--- config.mk ---
export PLATFORM = sky130hd
export DESIGN_NAME = header_length_frame_receiver_unit
export DESIGN_NICKNAME = d
export VERILOG_FILES = /design/src/rtl/hlfr_pkg.sv /design/src/rtl/hlfr_parser.sv /design/src/rtl/header_length_frame_receiver_unit.sv
export VERILOG_INCLUDE_DIRS = /design/src /design/src/rtl
export SDC_FILE = /design/constraint.sdc
export NUM_CORES = 1
export LEC_CHECK = 0
export BUFFER_PORTS_ARGS = -buffer_cell sky130_fd_sc_hd__buf_2
export CORE_UTILIZATION = 45
export DETAILED_ROUTE_END_ITERATION = 6
export PLACE_DENSITY = 0.72
export SLEW_MARGIN = 25
export SYNTH_ARGS = -nofsm -noshare
export SYNTH_HDL_FRONTEND = slang
export SYNTH_SLANG_ARGS = --single-unit
--- constraint.sdc ---
create_clock -name clk -period 6.04 [get_ports clk]
set_input_delay 0.906 -clock clk [delete_from_list [all_inputs] [get_ports clk]]
set_output_delay 0.906 -clock clk [all_outputs]
set_load 0.005 [all_outputs]
--- src/rtl/header_length_frame_receiver_unit_macros.svh ---
// assertion macros used by the frame receiver parser module
// expects a clock named clk and a synchronous reset named rst in scope
`ifndef HEADER_LENGTH_FRAME_RECEIVER_UNIT_MACROS_SVH
`define HEADER_LENGTH_FRAME_RECEIVER_UNIT_MACROS_SVH

// same-cycle implication
`define HLFR_ASSERT_NOW(label, ante, cons) \
  label: assert property (@(posedge clk) disable iff (rst) (ante) |-> (cons)) \
    else $error("frame receiver check failed");

// next-cycle implication
`define HLFR_ASSERT_NEXT(label, ante, cons) \
  label: assert property (@(posedge clk) disable iff (rst) (ante) |=> (cons)) \
    else $error("frame receiver check failed");

`endif

--- src/rtl/hlfr_pkg.sv ---
// types and constants for the header/length frame receiver
// no dependencies
`timescale 1ns / 1ps

package hlfr_pkg;

  localparam int COUNT_W = 9;

  localparam logic [7:0] HEADER_BYTE_RESET    = 8'h5a;
  localparam logic [7:0] ACCEPT_COMMAND_RESET = 8'h45;

  localparam logic [7:0] REG_HEADER_BYTE    = 8'd0;
  localparam logic [7:0] REG_ACCEPT_COMMAND = 8'd1;

  localparam logic REQ_BYTE    = 1'b0;
  localparam logic REQ_RELEASE = 1'b1;

  localparam int HEADER_BYTES   = 2;
  localparam int COMMAND_POS    = 2;
  localparam int LENGTH_POS     = 3;
  localparam int FRAME_OVERHEAD = 5;
  localparam int FIRST_DATA_POS = 4;
  localparam int DATA_OUTS      = 5;

  typedef struct packed {
    logic       req_type;
    logic [7:0] rx_byte;
  } in_t;

  typedef struct packed {
    logic [7:0] command;
    logic [7:0] length_field;
    logic [7:0] data_4;
    logic [7:0] data_5;
    logic [7:0] data_6;
    logic [7:0] data_7;
    logic [7:0] data_8;
  } out_t;

  typedef struct packed {
    logic [7:0] header_byte;
    logic [7:0] accept_command;
  } cfg_t;

endpackage

--- src/rtl/hlfr_parser.sv ---
// frame parse state: byte count, captured frame bytes and hold flag
// depends on hlfr_pkg and header_length_frame_receiver_unit_macros.svh
`timescale 1ns / 1ps
`include "header_length_frame_receiver_unit_macros.svh"

module hlfr_parser import hlfr_pkg::*; #(
  parameter int CAPTURE_BYTES = 9
) (
  input  logic clk,
  input  logic rst,
  input  logic step,
  input  in_t  item,
  input  cfg_t cfg,
  output logic res_valid,
  output out_t res
);

  logic [COUNT_W-1:0] byte_count, byte_count_next;
  logic [COUNT_W-1:0] cnt_work;
  logic [COUNT_W-1:0] cnt_inc;
  logic [COUNT_W-1:0] frame_end;
  logic               frame_held, frame_held_next;
  logic [7:0]         frame_store [CAPTURE_BYTES];
  logic [7:0]         store_next  [CAPTURE_BYTES];
  logic [7:0]         tail        [DATA_OUTS];
  logic               wr;

  assign wr = step && (item.req_type == REQ_BYTE);

  // captured bytes with the current beat bypassed in
  always_comb begin
    for (int i = 0; i < CAPTURE_BYTES; i++) begin
      store_next[i] = (wr && byte_count == COUNT_W'(i)) ? item.rx_byte : frame_store[i];
    end
  end

  assign cnt_inc   = byte_count + 1'b1;
  assign frame_end = COUNT_W'(store_next[LENGTH_POS]) + COUNT_W'(FRAME_OVERHEAD);

  always_comb begin
    byte_count_next = byte_count;
    frame_held_next = frame_held;
    res_valid       = 1'b0;
    cnt_work        = cnt_inc;
    if (store_next[0] != cfg.header_byte) begin
      cnt_work = '0;
    end
    if (cnt_work == COUNT_W'(HEADER_BYTES) && store_next[1] != cfg.header_byte) begin
      cnt_work = '0;
    end
    if (cnt_work > COUNT_W'(LENGTH_POS) && cnt_work == frame_end) begin
      cnt_work = '0;
      if (store_next[COMMAND_POS] == cfg.accept_command && !frame_held) begin
        res_valid = wr;
      end
    end
    if (step) begin
      if (item.req_type == REQ_RELEASE) begin
        frame_held_next = 1'b0;
      end else begin
        byte_count_next = cnt_work;
        if (res_valid) begin
          frame_held_next = 1'b1;
        end
      end
    end
  end

  // positions beyond the capture depth read as zero
  for (genvar k = 0; k < DATA_OUTS; k++) begin : g_tail
    if (FIRST_DATA_POS + k < CAPTURE_BYTES) begin : g_kept
      assign tail[k] = store_next[FIRST_DATA_POS + k];
    end else begin : g_zero
      assign tail[k] = 8'h00;
    end
  end

  assign res.command      = store_next[COMMAND_POS];
  assign res.length_field = store_next[LENGTH_POS];
  assign res.data_4       = tail[0];
  assign res.data_5       = tail[1];
  assign res.data_6       = tail[2];
  assign res.data_7       = tail[3];
  assign res.data_8       = tail[4];

  always_ff @(posedge clk) begin
    if (rst) begin
      byte_count <= '0;
      frame_held <= 1'b0;
      for (int i = 0; i < CAPTURE_BYTES; i++) begin
        frame_store[i] <= 8'h00;
      end
    end else begin
      byte_count <= byte_count_next;
      frame_held <= frame_held_next;
      for (int i = 0; i < CAPTURE_BYTES; i++) begin
        frame_store[i] <= store_next[i];
      end
    end
  end

  `HLFR_ASSERT_NOW(a_res_from_byte, res_valid, step && item.req_type == REQ_BYTE)
  `HLFR_ASSERT_NOW(a_res_not_held, res_valid, !frame_held)
  `HLFR_ASSERT_NEXT(a_res_sets_hold, res_valid, frame_held && byte_count == '0)
  `HLFR_ASSERT_NOW(a_count_bound, 1'b1, byte_count < COUNT_W'(255 + FRAME_OVERHEAD))

endmodule

--- src/rtl/header_length_frame_receiver_unit.sv ---
// header/length frame receiver top level: config registers, input and result registers
// depends on hlfr_pkg and hlfr_parser
`timescale 1ns / 1ps

// Takes one beat per clock on the item channel, either a received byte or a release
// of the held frame, while the result side is not stalled. An item is held in the
// input register and its result, if any, is loaded into the result register when the
// item is stepped through the count and compare path between the two registers; a
// stalled result holds the item in the input register. The result register keeps
// accepting while a stalled result is taken in the same cycle. Configuration writes
// complete at once (cfg_ready is tied high) and must be issued while idle; indexes
// other than header_byte (0) and accept_command (1) are ignored.
module header_length_frame_receiver_unit import hlfr_pkg::*; #(
  parameter int CAPTURE_BYTES = 9
) (
  input  logic       clk,
  input  logic       rst,
  input  logic       item_valid,
  output logic       item_ready,
  input  in_t        item,
  output logic       result_valid,
  input  logic       result_ready,
  output out_t       result,
  input  logic       cfg_valid,
  output logic       cfg_ready,
  input  logic [7:0] cfg_index,
  input  logic [7:0] cfg_data
);

  cfg_t cfg;
  logic ibuf_valid;
  in_t  ibuf;
  logic step;
  logic res_valid;
  out_t res;

  assign cfg_ready  = 1'b1;
  assign step       = ibuf_valid && (!result_valid || result_ready);
  assign item_ready = !ibuf_valid || step;

  always_ff @(posedge clk) begin
    if (rst) begin
      cfg.header_byte    <= HEADER_BYTE_RESET;
      cfg.accept_command <= ACCEPT_COMMAND_RESET;
    end else if (cfg_valid) begin
      case (cfg_index)
        REG_HEADER_BYTE:    cfg.header_byte    <= cfg_data;
        REG_ACCEPT_COMMAND: cfg.accept_command <= cfg_data;
        default: ;
      endcase
    end
  end

  // input beat register
  always_ff @(posedge clk) begin
    if (rst) begin
      ibuf_valid <= 1'b0;
    end else if (item_ready) begin
      ibuf_valid <= item_valid;
    end
  end

  always_ff @(posedge clk) begin
    if (item_ready && item_valid) begin
      ibuf <= item;
    end
  end

  hlfr_parser #(
    .CAPTURE_BYTES(CAPTURE_BYTES)
  ) u_parser (
    .clk      (clk),
    .rst      (rst),
    .step     (step),
    .item     (ibuf),
    .cfg      (cfg),
    .res_valid(res_valid),
    .res      (res)
  );

  // result register
  always_ff @(posedge clk) begin
    if (rst) begin
      result_valid <= 1'b0;
    end else if (step) begin
      result_valid <= res_valid;
    end else if (result_ready) begin
      result_valid <= 1'b0;
    end
  end

  always_ff @(posedge clk) begin
    if (step && res_valid) begin
      result <= res;
    end
  end

endmodule

* After elaboration in Yosys (flattened, before gate mapping)
Memories as Yosys holds them, arrays and structs flattened.
Cells that the tools add are included.
** Storage, ports and cells
- Output and inout bits :: 59
- Register bits :: 93
- Word-level logic and storage cells :: 102
- Memories :: 1
- Memory bits (writable) :: 72
- Bits of input ports :: 30
** Memory list
- u_parser.frame_store :: words 9, bits a word 8, rd ports 9, clocked after memory_dff 0, wr ports 9, RTL line hlfr_parser.sv:23 : logic [7:0] frame_store [CAPTURE_BYTES];
** Cells by class
- $lt $le $gt $ge :: 1
- Reduce and logical (&&, ||, !) cells :: 29
- Multiplexer cells :: 30
- Add/subtract/negate cells :: 2
- Eq/ne operators :: 14
- Bitwise operators :: 10
** Operators by type and width (count)
- $mux 8 :: 18
- $eq 9x3->1 const B :: 4
- $eq 9x2->1 const B :: 3
- $mux 9 :: 3
- $logic_and 1x1->1 :: 16
- $ne 8x8->1 :: 2
- $add 8x3->9 const B :: 1
- $add 9x1->9 const B :: 1
- $eq 9x1->1 const B :: 1
- $eq 9x4->1 const B :: 1
- $eq 9x9->1 :: 1
- $gt 9x2->1 const B :: 1
- $logic_not 9->1 :: 1
- $mux 1 :: 9
- $or 1x1->1 :: 9
- $eq 8x1->1 const B :: 1
- $eq 8x8->1 :: 1
- $logic_not 8->1 :: 1
- $reduce_and 2->1 :: 4
- $reduce_bool 2->1 :: 2
- $logic_not 1->1 :: 3
- $logic_or 1x1->1 :: 2
- $not 1->1 :: 1

* Depth between registers and ports, before layout
Gate-level depths: netlist of the first run.
- Word-level depth :: 16
- Gate-level depth with buffers :: 15
- Mapped depth without buffers :: 13

* Modules after synthesis
Synthesis of the first run repeated with hierarchy kept, for this count alone.
** Unflattened totals
- Cell total of the unflattened synthesis :: 768
- Area, all modules :: 8106.5 um2
** Modules (own cells, without submodules)
- hlfr_parser :: instances 1, area an instance 5350.1 um2, cells each 615
- header_length_frame_receiver_unit :: instances 1, area an instance 2756.4 um2, cells each 153

* Least setup slack after synthesis of the first run
No wires, ideal clock.
- Kind :: in2reg
- Start :: input result_ready
- End :: register result[0] (netlist name), enable pin
- Arrival time :: 5.088 ns
- Cell stages on the path :: 12
- Slack :: 0.542 ns
- Buffers on the path :: 1
- Required time :: 5.630 ns
- Cells stage by stage :: and2b_1 > nor4_4 > buf_6 > mux2i_1 > inv_1 > ha_1 > xnor2_1 > or3b_2 > a211oi_2 > o2111ai_2 > or4_4 > inv_1
** RTL lines
- from (decl) :: RTL line header_length_frame_receiver_unit.sv:22 : input logic result_ready,
- to (signal assigned) :: RTL line header_length_frame_receiver_unit.sv:94 : result <= res;
- to (decl) :: RTL line header_length_frame_receiver_unit.sv:23 : output out_t result,

==> results of run 1 <==
-- state kept, by name, summed over array words and instances, names as in the netlist --
name,cells
cfg,16
ibuf_valid,1
u_parser.byte_count,9
u_parser.frame_held,1
u_parser.frame_store,72
result,56
result_valid,1
ibuf,9
-- power by group through the flow --
| stage | Combinational (mW) | Clock, mW | Sequential (mW) |
|---|---|---|---|
| 2_1_floorplan | 0.0368 | 0 | 1.19 |
| 3_3_place_gp | 0.0543 | 0 | 1.20 |
| 3_5_place_dp | 0.0559 | 0 | 1.20 |
| 4_1_cts | 0.0566 | 1.03 | 1.18 |
| 5_1_grt | 0.0615 | 1.07 | 1.18 |
| 6_report | 0.0567 | 1.01 | 1.18 |
-- synthesized netlist by cell type (13+ instances only) --
cell type                    n  area [sq um]
sky130_fd_sc_hd__dfxtp_1   100          2000
sky130_fd_sc_hd__edfxtp_1   65          1950
sky130_fd_sc_hd__nor2_1     56           210
sky130_fd_sc_hd__mux2_2     43           484
sky130_fd_sc_hd__nand2_1    43           161
sky130_fd_sc_hd__and2_1     41           257
sky130_fd_sc_hd__mux2i_1    37           370
sky130_fd_sc_hd__xnor2_1    28           245
sky130_fd_sc_hd__clkbuf_1   27           101
sky130_fd_sc_hd__inv_1      25          93.8
sky130_fd_sc_hd__xor2_1     20           175
sky130_fd_sc_hd__a21oi_1    15          75.1
sky130_fd_sc_hd__nand3_1    13          65.1
-- cells in the final DEF, fill, tap and decap left out, types with 6 or more instances in the layout --
| cell | instances |
|---|---|
| sky130_fd_sc_hd__dfxtp_1 | 100 |
| sky130_fd_sc_hd__buf_2 | 87 |
| sky130_fd_sc_hd__edfxtp_1 | 65 |
| sky130_fd_sc_hd__nor2_1 | 56 |
| sky130_fd_sc_hd__nand2_1 | 43 |
| sky130_fd_sc_hd__mux2_2 | 43 |
| sky130_fd_sc_hd__and2_1 | 41 |
| sky130_fd_sc_hd__mux2i_1 | 37 |
| sky130_fd_sc_hd__xnor2_1 | 28 |
| sky130_fd_sc_hd__inv_1 | 24 |
| sky130_fd_sc_hd__xor2_1 | 20 |
| sky130_fd_sc_hd__clkbuf_16 | 17 |
| sky130_fd_sc_hd__a21oi_1 | 15 |
| sky130_fd_sc_hd__nand3_1 | 13 |
| sky130_fd_sc_hd__nor4_1 | 9 |
| sky130_fd_sc_hd__nor3_1 | 9 |
| sky130_fd_sc_hd__nand2b_1 | 8 |
| sky130_fd_sc_hd__buf_4 | 8 |
| sky130_fd_sc_hd__nand4_1 | 6 |
| sky130_fd_sc_hd__o211ai_1 | 6 |
| sky130_fd_sc_hd__o21ai_0 | 6 |
-- metal layers --
layer | wire, microns | share of wire [%]
met4 | 238 | 1.4
met3 | 893 | 5.4
met2 | 8110 | 49
met1 | 7200 | 44
met5 | 0 | 0
-- cell type report --
type / count / area (sq um)
Multi-Input combinational cell: 406 / 2910
Clock buffer: 24 / 482
Clock inverter: 8 / 76.3
Tap cell: 211 / 264
Sequential cell: 165 / 3950
Timing Repair Buffer: 96 / 515
Fill cell: 1331 / 7020
Inverter: 25 / 93.8
-- stage by stage --
stage / setup slack (ns) / std cells
6_report: 0.805 / 935
5_1_grt: 0.522 / 935
4_1_cts: 0.853 / 935
3_5_place_dp: 0.878 / 903
3_3_place_gp: 0.991 / 903
2_1_floorplan: 0.542 / 629
-- final timing paths --
check / start / to
hold / removal: u_parser.frame_store[0][13]$_SDFF_PP0_ / u_parser.frame_store[0][13]$_SDFF_PP0_
hold reg to reg: u_parser.frame_store[0][13]$_SDFF_PP0_ / u_parser.frame_store[0][13]$_SDFF_PP0_
setup reg to reg: u_parser.byte_count[0]$_SDFFE_PP0P_ / result[32]$_DFFE_PP_
setup / recovery: u_parser.byte_count[0]$_SDFFE_PP0P_ / result[32]$_DFFE_PP_
-- worst min-delay path, stage by stage, from the launching register on --
cell,delay [ns]
sky130_fd_sc_hd__dfxtp_1,0.32
sky130_fd_sc_hd__nand2_1,0.06
sky130_fd_sc_hd__a21oi_1,0.05
-- logic make-up after synthesis --
group           Yosys count  share of synthesized area (%)
other cells               1                         0.0528
compound gates           56                           5.78
fa+ha+maj                 5                          0.881
flops                   165                           55.7
mux                      81                           12.2
buf+inv                  58                           3.26
simple gates            214                           15.9
xor+xnor                 49                           6.15
==> run summary, run 1 <==
### Timing
- **clock skew after layout** 0.0155 ns
- **unrepaired setup endpoints after global routing** false
- **part of the cycle the worst path needs** 86.7%
- **final-report max-slew violation count** 0
- **highest attainable clock frequency** 191 MHz
- **max-slew headroom at the worst pin** 39.0%
- **hold violation total from the final report** 0
- **clock period minus worst slack** 5.23 ns
- **final hold slack** 0.471 ns
- **final setup violating endpoints** 0
- **sum of negative setup slack** 0 ns
- **worst-margin pin slew** 0.911 ns

### Drt
- **via/cell ratio** 5.36
- **DRC violations left** 0
- **number of iterations in the first detailed-routing pass** 5
- **post-route antenna net violation count** 0
- **average wire length per cell after detail routing** 17.6 microns
- **count of routing violations after the opening detailed-route iteration** 315
- **detailed-route wire length** 16400 microns
- **vias after detailed routing** 5012

### Clock network
- **Num CTS Buffers** 17
- **number of buffers inserted by post-CTS setup repair** 0
- **largest buffer count on any clock path** 2
- **cells resized by post-CTS repair** 0
- **worst-skew pair later-pin latency** 0.43 ns
- **CTS tree** yes
- **number of H-tree levels** 4
- **cts hold-fix bufs** 0
- **CTS clk-pin slew, worst paths** 0.06 ns
- **root buffer cell** sky130_fd_sc_hd__clkbuf_16
- **clk sink count** 165

### Global route
- **grt total ovfl** 0
- **maximum number of pins on one net before global-route repair** 62
- **total track usage** 21.1%
- **wire length of the first global-routing pass** 25700 microns
- **routing usage on met1** 27.3%
- **via count of the first global-routing pass** 4811
- **met3 track demand over resource in global routing** 4.52%
- **M2 GR Usage** 34.4%
- **highest-utilization routing layer at the global route stage** met2
- **number of antenna violations at the first check in global routing** 0

### Worst setup path
- **maximum net fanout on the critical path** 56
- **Worst Setup Start Kind** register
- **most frequent CP cell** sky130_fd_sc_hd__ha_1
- **endpoint arrival time on the critical path** 5.33 ns
- **Crit path required time** 6.14 ns
- **kind of end point of the critical path** register
- **start-to-end type of the worst setup path** reg2reg
- **FF-to-FF setup slack** 0.81 ns
- **buffering stage count on the worst path with inverters included** 4
- **total stage count of the critical path** 14
- **CP max stage delay** 0.61 ns
- **depth of the worst register-to-register path** 14
- **cell chain of the critical path** ha_1 -> or4b_1 -> nor4_4 -> buf_4 -> mux2i_1 -> inv_1 -> ha_1 -> xnor2_1 -> or3b_2 -> a211oi_2 -> o2111ai_2 -> or4_4 -> inv_2 -> buf_12
- **cell with the largest stage delay on the worst path** sky130_fd_sc_hd__or4_4
- **cell class contributing the biggest share of worst-path delay** simple AND/OR/NAND/NOR gates

### Synthesis
- **mean post-synth cell area** 11.3 sq um
- **async set-or-reset flop fraction in the synthesized netlist** 0%
- **number of distinct library cells after synthesis** 60
- **synthesized cell area** 7100 sq um
- **count of state elements after synthesis** 165
- **portion of the post-synthesis area used by sequential elements** 55.7%
- **number of synthesized flops with an enable pin** 65
- **count of warnings emitted by yosys** 0
- **Main synth FF type** sky130_fd_sc_hd__dfxtp_1
- **Syn Inst Count** 629
- **Post-Syn Nets** 664

### Power
- **portion of total power attributed to the clock network** 45.1%
- **power spent charging and discharging nets** 0.470 mW
- **Power Density** 271 nW/um^2
- **LEAKAGE** 3.24 nW
- **Peak supply drop** 0.229 mV
- **proportion of power drawn by flip-flops and latches** 52.3%
- **sum of internal, switching and leakage power** 2.25 mW
- **switching part of the total power** 20.9%
- **combinational share of power** 2.5%
- **P_int** 1.78 mW

### Floorplan
- **Die Area** 16300 sq um
- **floorplan row count** 45
- **starting utilization of the core area** 46.3%
- **Chip Width** 128 microns
- **total I/O pin count** 89
- **chip height** 128 microns
- **area of the core region** 15300 sq um

### Cells and area
- **Layout Utilization** 54.2%
- **total non-filler cell area in the finished layout** 8300 sq um
- **number of antenna diodes** 0
- **fin nets** 746
- **fraction of final layout cells with drive strength greater than 1** 25.3%
- **Layout Area Growth over Synthesis** 16.9%

### Place
- **DPL Wire Length** 10900 microns
- **routability cong.** 0.902
- **dpl cell area** 7740 sq um
- **number of port buffers** 87

### Flow run
- **max-cap check violation count** 0

### Min path
- **path category of the worst min-delay check** reg2reg
- **Worst Hold Depth** 2

### Outcome
- **run status** completed

Note: power is estimated with default switching activity, not from simulation.
==> inputs of run 2 (changes only) <==
- SYNTH_HIERARCHICAL: default -> 1
==> run 2 against run 1 <==
Synthesized cell count increased by 22%. Power about the same. Global-route usage down 2.2 points. Clock skew is 0.0051 ns lower. Sequential share of layout area is 2.8 points lower. Final cell count is 8.9% higher. Hold slack gained 0.017 ns. Via count is 11% higher. Count of clock-buffer cells in the layout is 6 lower. Worst setup slack got worse by 0.012 ns. Die area grew 14%. Synthesized area is 14% higher. Critical path type unchanged.
==> run summary, run 2 <==
### Global route
- **total track usage** 18.8%
- **via count of the first global-routing pass** 5128
- **number of antenna violations at the first check in global routing** 0
- **grt total ovfl** 0
- **wire length of the first global-routing pass** 26600 microns
- **maximum number of pins on one net before global-route repair** 61

### Timing
- **sum of negative setup slack** 0 ns
- **final setup violating endpoints** 0
- **clock skew after layout** 0.0104 ns
- **part of the cycle the worst path needs** 86.9%
- **max-slew headroom at the worst pin** 43.1%
- **final-report max-slew violation count** 0
- **hold violation total from the final report** 0
- **worst-margin pin slew** 0.841 ns
- **unrepaired setup endpoints after global routing** false
- **highest attainable clock frequency** 191 MHz
- **clock period minus worst slack** 5.25 ns

### Place
- **routability cong.** 0.882
- **number of port buffers** 87
- **dpl cell area** 8270 sq um
- **DPL Wire Length** 11100 microns

### Power
- **Peak supply drop** 0.234 mV
- **P_int** 1.72 mW
- **power spent charging and discharging nets** 0.525 mW
- **LEAKAGE** 3.39 nW
- **switching part of the total power** 23.4%
- **portion of total power attributed to the clock network** 44.3%
- **proportion of power drawn by flip-flops and latches** 52.7%
- **combinational share of power** 2.9%
- **Power Density** 255 nW/um^2
- **sum of internal, switching and leakage power** 2.24 mW

### Worst setup path
- **CP max stage delay** 0.62 ns
- **FF-to-FF setup slack** 0.79 ns
- **startpoint of the most critical register-to-register path** u_parser/byte_count[0]$_SDFFE_PP0P_
- **cell with the largest stage delay on the worst path** sky130_fd_sc_hd__nor4bb_1
- **kind of end point of the critical path** register
- **start-to-end type of the worst setup path** reg2reg
- **depth of the worst register-to-register path** 14
- **capture point of the critical path** result[40]$_DFFE_PP_
- **buffering stage count on the worst path with inverters included** 2
- **Worst Setup Start Kind** register
- **total stage count of the critical path** 14
- **endpoint arrival time on the critical path** 5.34 ns
- **maximum net fanout on the critical path** 56
- **cell chain of the critical path** ha_1 -> nor4bb_1 -> nand3_1 -> mux2i_1 -> inv_1 -> ha_1 -> o2111ai_1 -> mux2_2 -> xnor3_1 -> nor4_1 -> o2111ai_1 -> nor4_1 -> and3_2 -> buf_12
- **launch point of the critical path** u_parser/byte_count[0]$_SDFFE_PP0P_
- **Crit path required time** 6.13 ns
- **cell class contributing the biggest share of worst-path delay** simple AND/OR/NAND/NOR gates
- **reg2reg end** result[40]$_DFFE_PP_

### Floorplan
- **area of the core region** 17400 sq um
- **total I/O pin count** 89
- **starting utilization of the core area** 46.5%
- **Die Area** 18600 sq um
- **chip height** 136 microns
- **floorplan row count** 48
- **Chip Width** 136 microns

### Synthesis
- **library cell occupying the most area in the post-synthesis netlist** sky130_fd_sc_hd__dfxtp_1
- **Syn Inst Count** 768
- **most instantiated library cell after synthesis** sky130_fd_sc_hd__dfxtp_1
- **async set-or-reset flop fraction in the synthesized netlist** 0%
- **portion of the post-synthesis area used by sequential elements** 48.8%
- **number of synthesized flops with an enable pin** 65
- **most instantiated cells after synthesis** 100 x sky130_fd_sc_hd__dfxtp_1, 65 x sky130_fd_sc_hd__edfxtp_1, 59 x sky130_fd_sc_hd__nor2_1, 58 x sky130_fd_sc_hd__buf_4, 58 x sky130_fd_sc_hd__nor2b_1
- **synth top area cells** sky130_fd_sc_hd__dfxtp_1 25%, sky130_fd_sc_hd__edfxtp_1 24%, sky130_fd_sc_hd__mux2_2 6.0%
- **count of state elements after synthesis** 165
- **Main synth FF type** sky130_fd_sc_hd__dfxtp_1
- **synthesized cell area** 8110 sq um
- **mean post-synth cell area** 10.6 sq um
- **count of warnings emitted by yosys** 6
- **area share of the largest cell type after synthesis** 24.7%
- **Post-Syn Nets** 803
- **number of distinct library cells after synthesis** 65

### Cells and area
- **fillcell total** 1570
- **number of antenna diodes** 0
- **top flop regs** u_parser/frame_store: 72 flops, result: 56 flops, cfg: 16 flops
- **most frequent standard cell in the layout excluding fill and tap cells** sky130_fd_sc_hd__dfxtp_1
- **fin nets** 815
- **total non-filler cell area in the finished layout** 8820 sq um
- **Largest Register** u_parser/frame_store
- **max FFs per register** 72
- **fraction of final layout cells with drive strength greater than 1** 23.7%
- **commonest cells after routing, fill and taps aside** 100 x sky130_fd_sc_hd__dfxtp_1, 87 x sky130_fd_sc_hd__buf_2, 65 x sky130_fd_sc_hd__edfxtp_1, 59 x sky130_fd_sc_hd__nor2_1, 58 x sky130_fd_sc_hd__nor2b_1
- **Layout Area Growth over Synthesis** 8.80%

### Drt
- **DRC violations left** 0
- **post-route antenna net violation count** 0
- **number of iterations in the first detailed-routing pass** 5
- **average wire length per cell after detail routing** 16.3 microns
- **count of routing violations after the opening detailed-route iteration** 563
- **vias after detailed routing** 5587
- **via/cell ratio** 5.49
- **detailed-route wire length** 16600 microns

### Clock network
- **largest buffer count on any clock path** 2
- **CTS tree** yes
- **clk sink count** 165
- **Num CTS Buffers** 17
- **cts hold-fix bufs** 0
- **number of H-tree levels** 4
- **number of buffers inserted by post-CTS setup repair** 0
- **cells resized by post-CTS repair** 0
- **worst-skew pair later-pin latency** 0.43 ns
- **root buffer cell** sky130_fd_sc_hd__clkbuf_16
- **CTS clk-pin slew, worst paths** 0.06 ns

### Outcome
- **run status** completed

### Min path
- **path category of the worst min-delay check** reg2reg

### Flow run
- **max-cap check violation count** 0

## run 2: per-layer routing
layer	global-route usage (%)	vias up	wire length, microns
li1	-	2706	-
met1	26.1	2650	7800
met2	27.7	202	7340
met3	4.55	29	1090
met4	8.33	0	396
met5	0	-	0
## run 2: worst min-delay path by stage
stage | start | to | slack (ns) | cells past startpoint
4_1_cts | cfg[4]$_SDFFE_PP0P_ | cfg[4]$_SDFFE_PP0P_ | 0.49 | 2
3_3_place_gp | cfg[3]$_SDFFE_PP0P_ | cfg[3]$_SDFFE_PP0P_ | 0.47 | 2
3_5_place_dp | cfg[4]$_SDFFE_PP0P_ | cfg[4]$_SDFFE_PP0P_ | 0.48 | 2
2_1_floorplan | ibuf_valid$_SDFFE_PP0P_ | result_valid$_SDFFE_PP0P_ | 0.45 | 2
5_1_grt | cfg[1]$_SDFFE_PP0P_ | cfg[1]$_SDFFE_PP0P_ | 0.52 | 2
6_report | cfg[4]$_SDFFE_PP0P_ | cfg[4]$_SDFFE_PP0P_ | 0.49 | 2
## run 2: final cells by class
class	instances	area, sq um	area share (%)
well taps	225	282	3.19
repair buffers	95	508	5.76
multi-input cells	482	3460	39.3
clock inverters	14	113	1.28
inverters	19	71.3	0.809
clock buffers	18	429	4.87
flip-flops and latches	165	3950	44.8
## run 2: power groups by stage
stage | registers, mW | logic (mW) | clock network, mW
floorplan | 1.19 | 0.0520 | 0
global placement | 1.21 | 0.0649 | 0
detailed placement | 1.21 | 0.0651 | 0
CTS | 1.18 | 0.0656 | 1.02
global route | 1.18 | 0.0724 | 1.06
finish | 1.18 | 0.0661 | 0.995
## run 2: kinds of logic after synthesis
family,synth area share (%)
and+or+nand+nor,18.8
xor gates and xnor gates,2.87
AOI/OAI and AO/OA,8.44
buffers and inverters,8.67
other,0.0463
adders and majority gates,0.772
muxes,11.7
DFF,48.8
## run 2: per-stage QoR
stage	util [%]	cells	setup WS [ns]	hold WS [ns]
final	50.6	1018	0.793	0.488
after global routing	50.6	1018	0.430	0.519
after CTS	50.6	1018	0.926	0.491
after detailed placement	47.5	986	0.500	0.481
after global placement	47.5	986	0.698	0.474
after floorplan	-	768	0.0503	0.453
## run 2: worst reg2reg max path: cells and delay by family (launching register included)
kind | cells | cell delay [ns]
AOI/OAI and AO/OA | 2 | 0.49
xor gates and xnor gates | 1 | 0.32
adders and majority gates | 2 | 0.68
buffers and inverters | 2 | 0.37
DFF | 1 | 0.55
muxes | 2 | 0.55
and+or+nand+nor | 5 | 1.86
==> inputs of run 3 (changes only) <==
- GPL_TIMING_DRIVEN: default -> 0
- PLACE_DENSITY: 0.72 -> default
- SKIP_LAST_GASP: default -> 1
==> run 3 against run 2 <==
Count of clock-buffer cells in the layout is 1 higher. Sequential power barely moved. Worst setup slack worse by 0.45 ns. Register-to-register slack got worse by 0.20 ns. Largest power group unchanged. Via count up 8.8%. Power rose by 4.5%. Highest routed layer is now met5. Global-route usage is 4.1 points higher. Clock power grew 9%. Maximum frequency down 8.0%. Die area unchanged. First-iteration DRC count down 28%. Sequential cell count unchanged.
==> run summary, run 3 (synthesis results as in run 2) <==
### Outcome
- **run status** completed

### Cells and area
- **number of antenna diodes** 0
- **Largest Register** u_parser/frame_store
- **commonest cells after routing, fill and taps aside** 100 x sky130_fd_sc_hd__dfxtp_1, 93 x sky130_fd_sc_hd__buf_2, 65 x sky130_fd_sc_hd__edfxtp_1, 59 x sky130_fd_sc_hd__nor2_1, 59 x sky130_fd_sc_hd__buf_4
- **most frequent standard cell in the layout excluding fill and tap cells** sky130_fd_sc_hd__dfxtp_1
- **fraction of final layout cells with drive strength greater than 1** 28.0%
- **top flop regs** u_parser/frame_store: 72 flops, result: 56 flops, cfg: 16 flops
- **fillcell total** 1556
- **max FFs per register** 72
- **Layout Area Growth over Synthesis** 16.9%
- **fin nets** 911

### Drt
- **detailed-route wire length** 21000 microns
- **number of iterations in the first detailed-routing pass** 5
- **post-route antenna net violation count** 0
- **via/cell ratio** 5.46
- **vias after detailed routing** 6079
- **DRC violations left** 0
- **average wire length per cell after detail routing** 18.8 microns
- **count of routing violations after the opening detailed-route iteration** 406

### Flow run
- **max-cap check violation count** 0

### Timing
- **final-report max-slew violation count** 0
- **sum of negative setup slack** 0 ns
- **highest attainable clock frequency** 175 MHz
- **clock skew after layout** 0.0237 ns
- **clock period minus worst slack** 5.70 ns
- **smallest setup slack after layout** 0.340 ns
- **worst-margin pin slew** 0.967 ns
- **final hold slack** 0.497 ns
- **hold violation total from the final report** 0
- **max-slew headroom at the worst pin** 34.6%
- **part of the cycle the worst path needs** 94.4%
- **final setup violating endpoints** 0

### Global route
- **maximum number of pins on one net before global-route repair** 31
- **total track usage** 23.0%
- **number of antenna violations at the first check in global routing** 1
- **via count of the first global-routing pass** 5714
- **wire length of the first global-routing pass** 31400 microns
- **grt total ovfl** 0

### Floorplan
- **chip height** 136 microns
- **total I/O pin count** 89
- **Die Area** 18600 sq um
- **area of the core region** 17400 sq um
- **starting utilization of the core area** 46.5%
- **floorplan row count** 48
- **Chip Width** 136 microns

### Place
- **worst setup slack before clock tree synthesis** -0.584 ns
- **routability cong.** 0.899
- **number of port buffers** 86
- **DPL Wire Length** 14400 microns

### Worst setup path
- **startpoint of the most critical register-to-register path** result_valid$_SDFFE_PP0P_
- **maximum net fanout on the critical path** 13
- **kind of end point of the critical path** register
- **reg2reg end** result[32]$_DFFE_PP_
- **start-to-end type of the worst setup path** in2reg
- **launch point of the critical path** result_ready
- **Crit path required time** 6.12 ns
- **endpoint arrival time on the critical path** 5.78 ns
- **FF-to-FF setup slack** 0.59 ns
- **depth of the worst register-to-register path** 16
- **capture point of the critical path** result[32]$_DFFE_PP_
- **Worst Setup Start Kind** input port

### Clock network
- **CTS clk-pin slew, worst paths** 0.06 ns
- **worst-skew pair later-pin latency** 0.44 ns
- **number of H-tree levels** 4
- **cts hold-fix bufs** 0
- **CTS tree** yes
- **root buffer cell** sky130_fd_sc_hd__clkbuf_16
- **clk sink count** 165
- **Num CTS Buffers** 17
- **largest buffer count on any clock path** 2

### Power
- **Peak supply drop** 0.192 mV
- **Power Density** 247 nW/um^2
- **P_int** 1.80 mW
- **switching part of the total power** 23.1%
- **combinational share of power** 4.0%
- **LEAKAGE** 3.78 nW
- **portion of total power attributed to the clock network** 46.1%
- **power spent charging and discharging nets** 0.542 mW
- **proportion of power drawn by flip-flops and latches** 49.9%

### Min path
- **path category of the worst min-delay check** reg2reg

[run 3: cell count changes in the layout (fill, tap and decap cells not counted), moves of 2 or more]
cell                        previous run  this run
sky130_fd_sc_hd__buf_4                 7        59
sky130_fd_sc_hd__clkbuf_1              1        33
sky130_fd_sc_hd__buf_2                87        93
sky130_fd_sc_hd__inv_6                 7         2
sky130_fd_sc_hd__buf_1                 0         3
sky130_fd_sc_hd__buf_6                 0         3
sky130_fd_sc_hd__clkinv_4              0         3
sky130_fd_sc_hd__bufinv_16             0         2
sky130_fd_sc_hd__clkinv_2              2         0
sky130_fd_sc_hd__nor4bb_2              2         0
[run 3: critical path, stage by stage]
cell and delay, ns:
sky130_fd_sc_hd__buf_2 0.08, sky130_fd_sc_hd__nand2b_1 0.25, sky130_fd_sc_hd__and2_1 0.36, sky130_fd_sc_hd__nor4bb_4 0.36, sky130_fd_sc_hd__nand3_1 0.21, sky130_fd_sc_hd__clkbuf_1 0.33
sky130_fd_sc_hd__mux2i_1 0.37, sky130_fd_sc_hd__inv_1 0.12, sky130_fd_sc_hd__ha_1 0.31, sky130_fd_sc_hd__o2111ai_1 0.27, sky130_fd_sc_hd__mux2_2 0.26, sky130_fd_sc_hd__xnor3_1 0.33
sky130_fd_sc_hd__nor4_1 0.24, sky130_fd_sc_hd__o2111ai_2 0.32, sky130_fd_sc_hd__nor4_4 0.37, sky130_fd_sc_hd__buf_4 0.21, sky130_fd_sc_hd__and3_2 0.46
[run 3: how the worst min path moves through the flow]
stage                       startpoint                        end  cells past startpoint
2_1_floorplan  ibuf_valid$_SDFFE_PP0P_  result_valid$_SDFFE_PP0P_                      2
3_3_place_gp   ibuf_valid$_SDFFE_PP0P_  result_valid$_SDFFE_PP0P_                      2
3_5_place_dp   ibuf_valid$_SDFFE_PP0P_  result_valid$_SDFFE_PP0P_                      2
4_1_cts        ibuf_valid$_SDFFE_PP0P_  result_valid$_SDFFE_PP0P_                      2
5_1_grt            cfg[1]$_SDFFE_PP0P_        cfg[1]$_SDFFE_PP0P_                      2
6_report           cfg[4]$_SDFFE_PP0P_        cfg[4]$_SDFFE_PP0P_                      2
[run 3: power groups by stage]
stage / sequential [mW] / combinational [mW] / clock (mW)
after floorplan: 1.19 / 0.0520 / 0
after global placement: 1.19 / 0.0915 / 0
after detailed placement: 1.19 / 0.0930 / 0
after CTS: 1.17 / 0.0932 / 1.11
after global routing: 1.17 / 0.100 / 1.15
final: 1.17 / 0.0941 / 1.08
[run 3: layer usage]
metal  routed length [microns]  vias up  share of wire [%]  track usage (%)
met5                         9        -              0.043                0
met4                       340        2                1.6             8.21
met3                      1490       24                7.1             4.36
met2                      9800      208                 47             37.6
met1                      9330     2934                 44             30.1
li1                          -     2911                  -                -
[run 3: what timing repair did]
item | in CTS | in global routing
buffers inserted | 0 | 1
pin swaps | 0 | 2
cloned | 0 | 1
endpoints found under the setup margin | 30 | 56
gates resized for setup | 1 | 4
[run 3: cell type report]
| cell class | instances | area [sq um] | share of cell area [%] |
|---|---|---|---|
| clock inverter | 12 | 149 | 1.57 |
| timing repair buffer | 88 | 458 | 4.83 |
| tap | 225 | 282 | 2.97 |
| sequential | 165 | 3950 | 41.7 |
| multi-input combinational | 483 | 3500 | 36.9 |
| clock buffer | 19 | 433 | 4.57 |
| buffer | 102 | 632 | 6.67 |
| inverter | 19 | 71.3 | 0.753 |
[run 3: through the flow]
step | power [mW] | util (%) | area, sq um | cells
after floorplan | 1.24 | - | 8110 | 768
after global routing | 2.42 | 54.4 | 9480 | 1113
after CTS | 2.37 | 54.2 | 9430 | 1111
final | 2.35 | 54.4 | 9480 | 1113
after detailed placement | 1.29 | 50.8 | 8840 | 1080
after global placement | 1.28 | 50.6 | 8820 | 1079
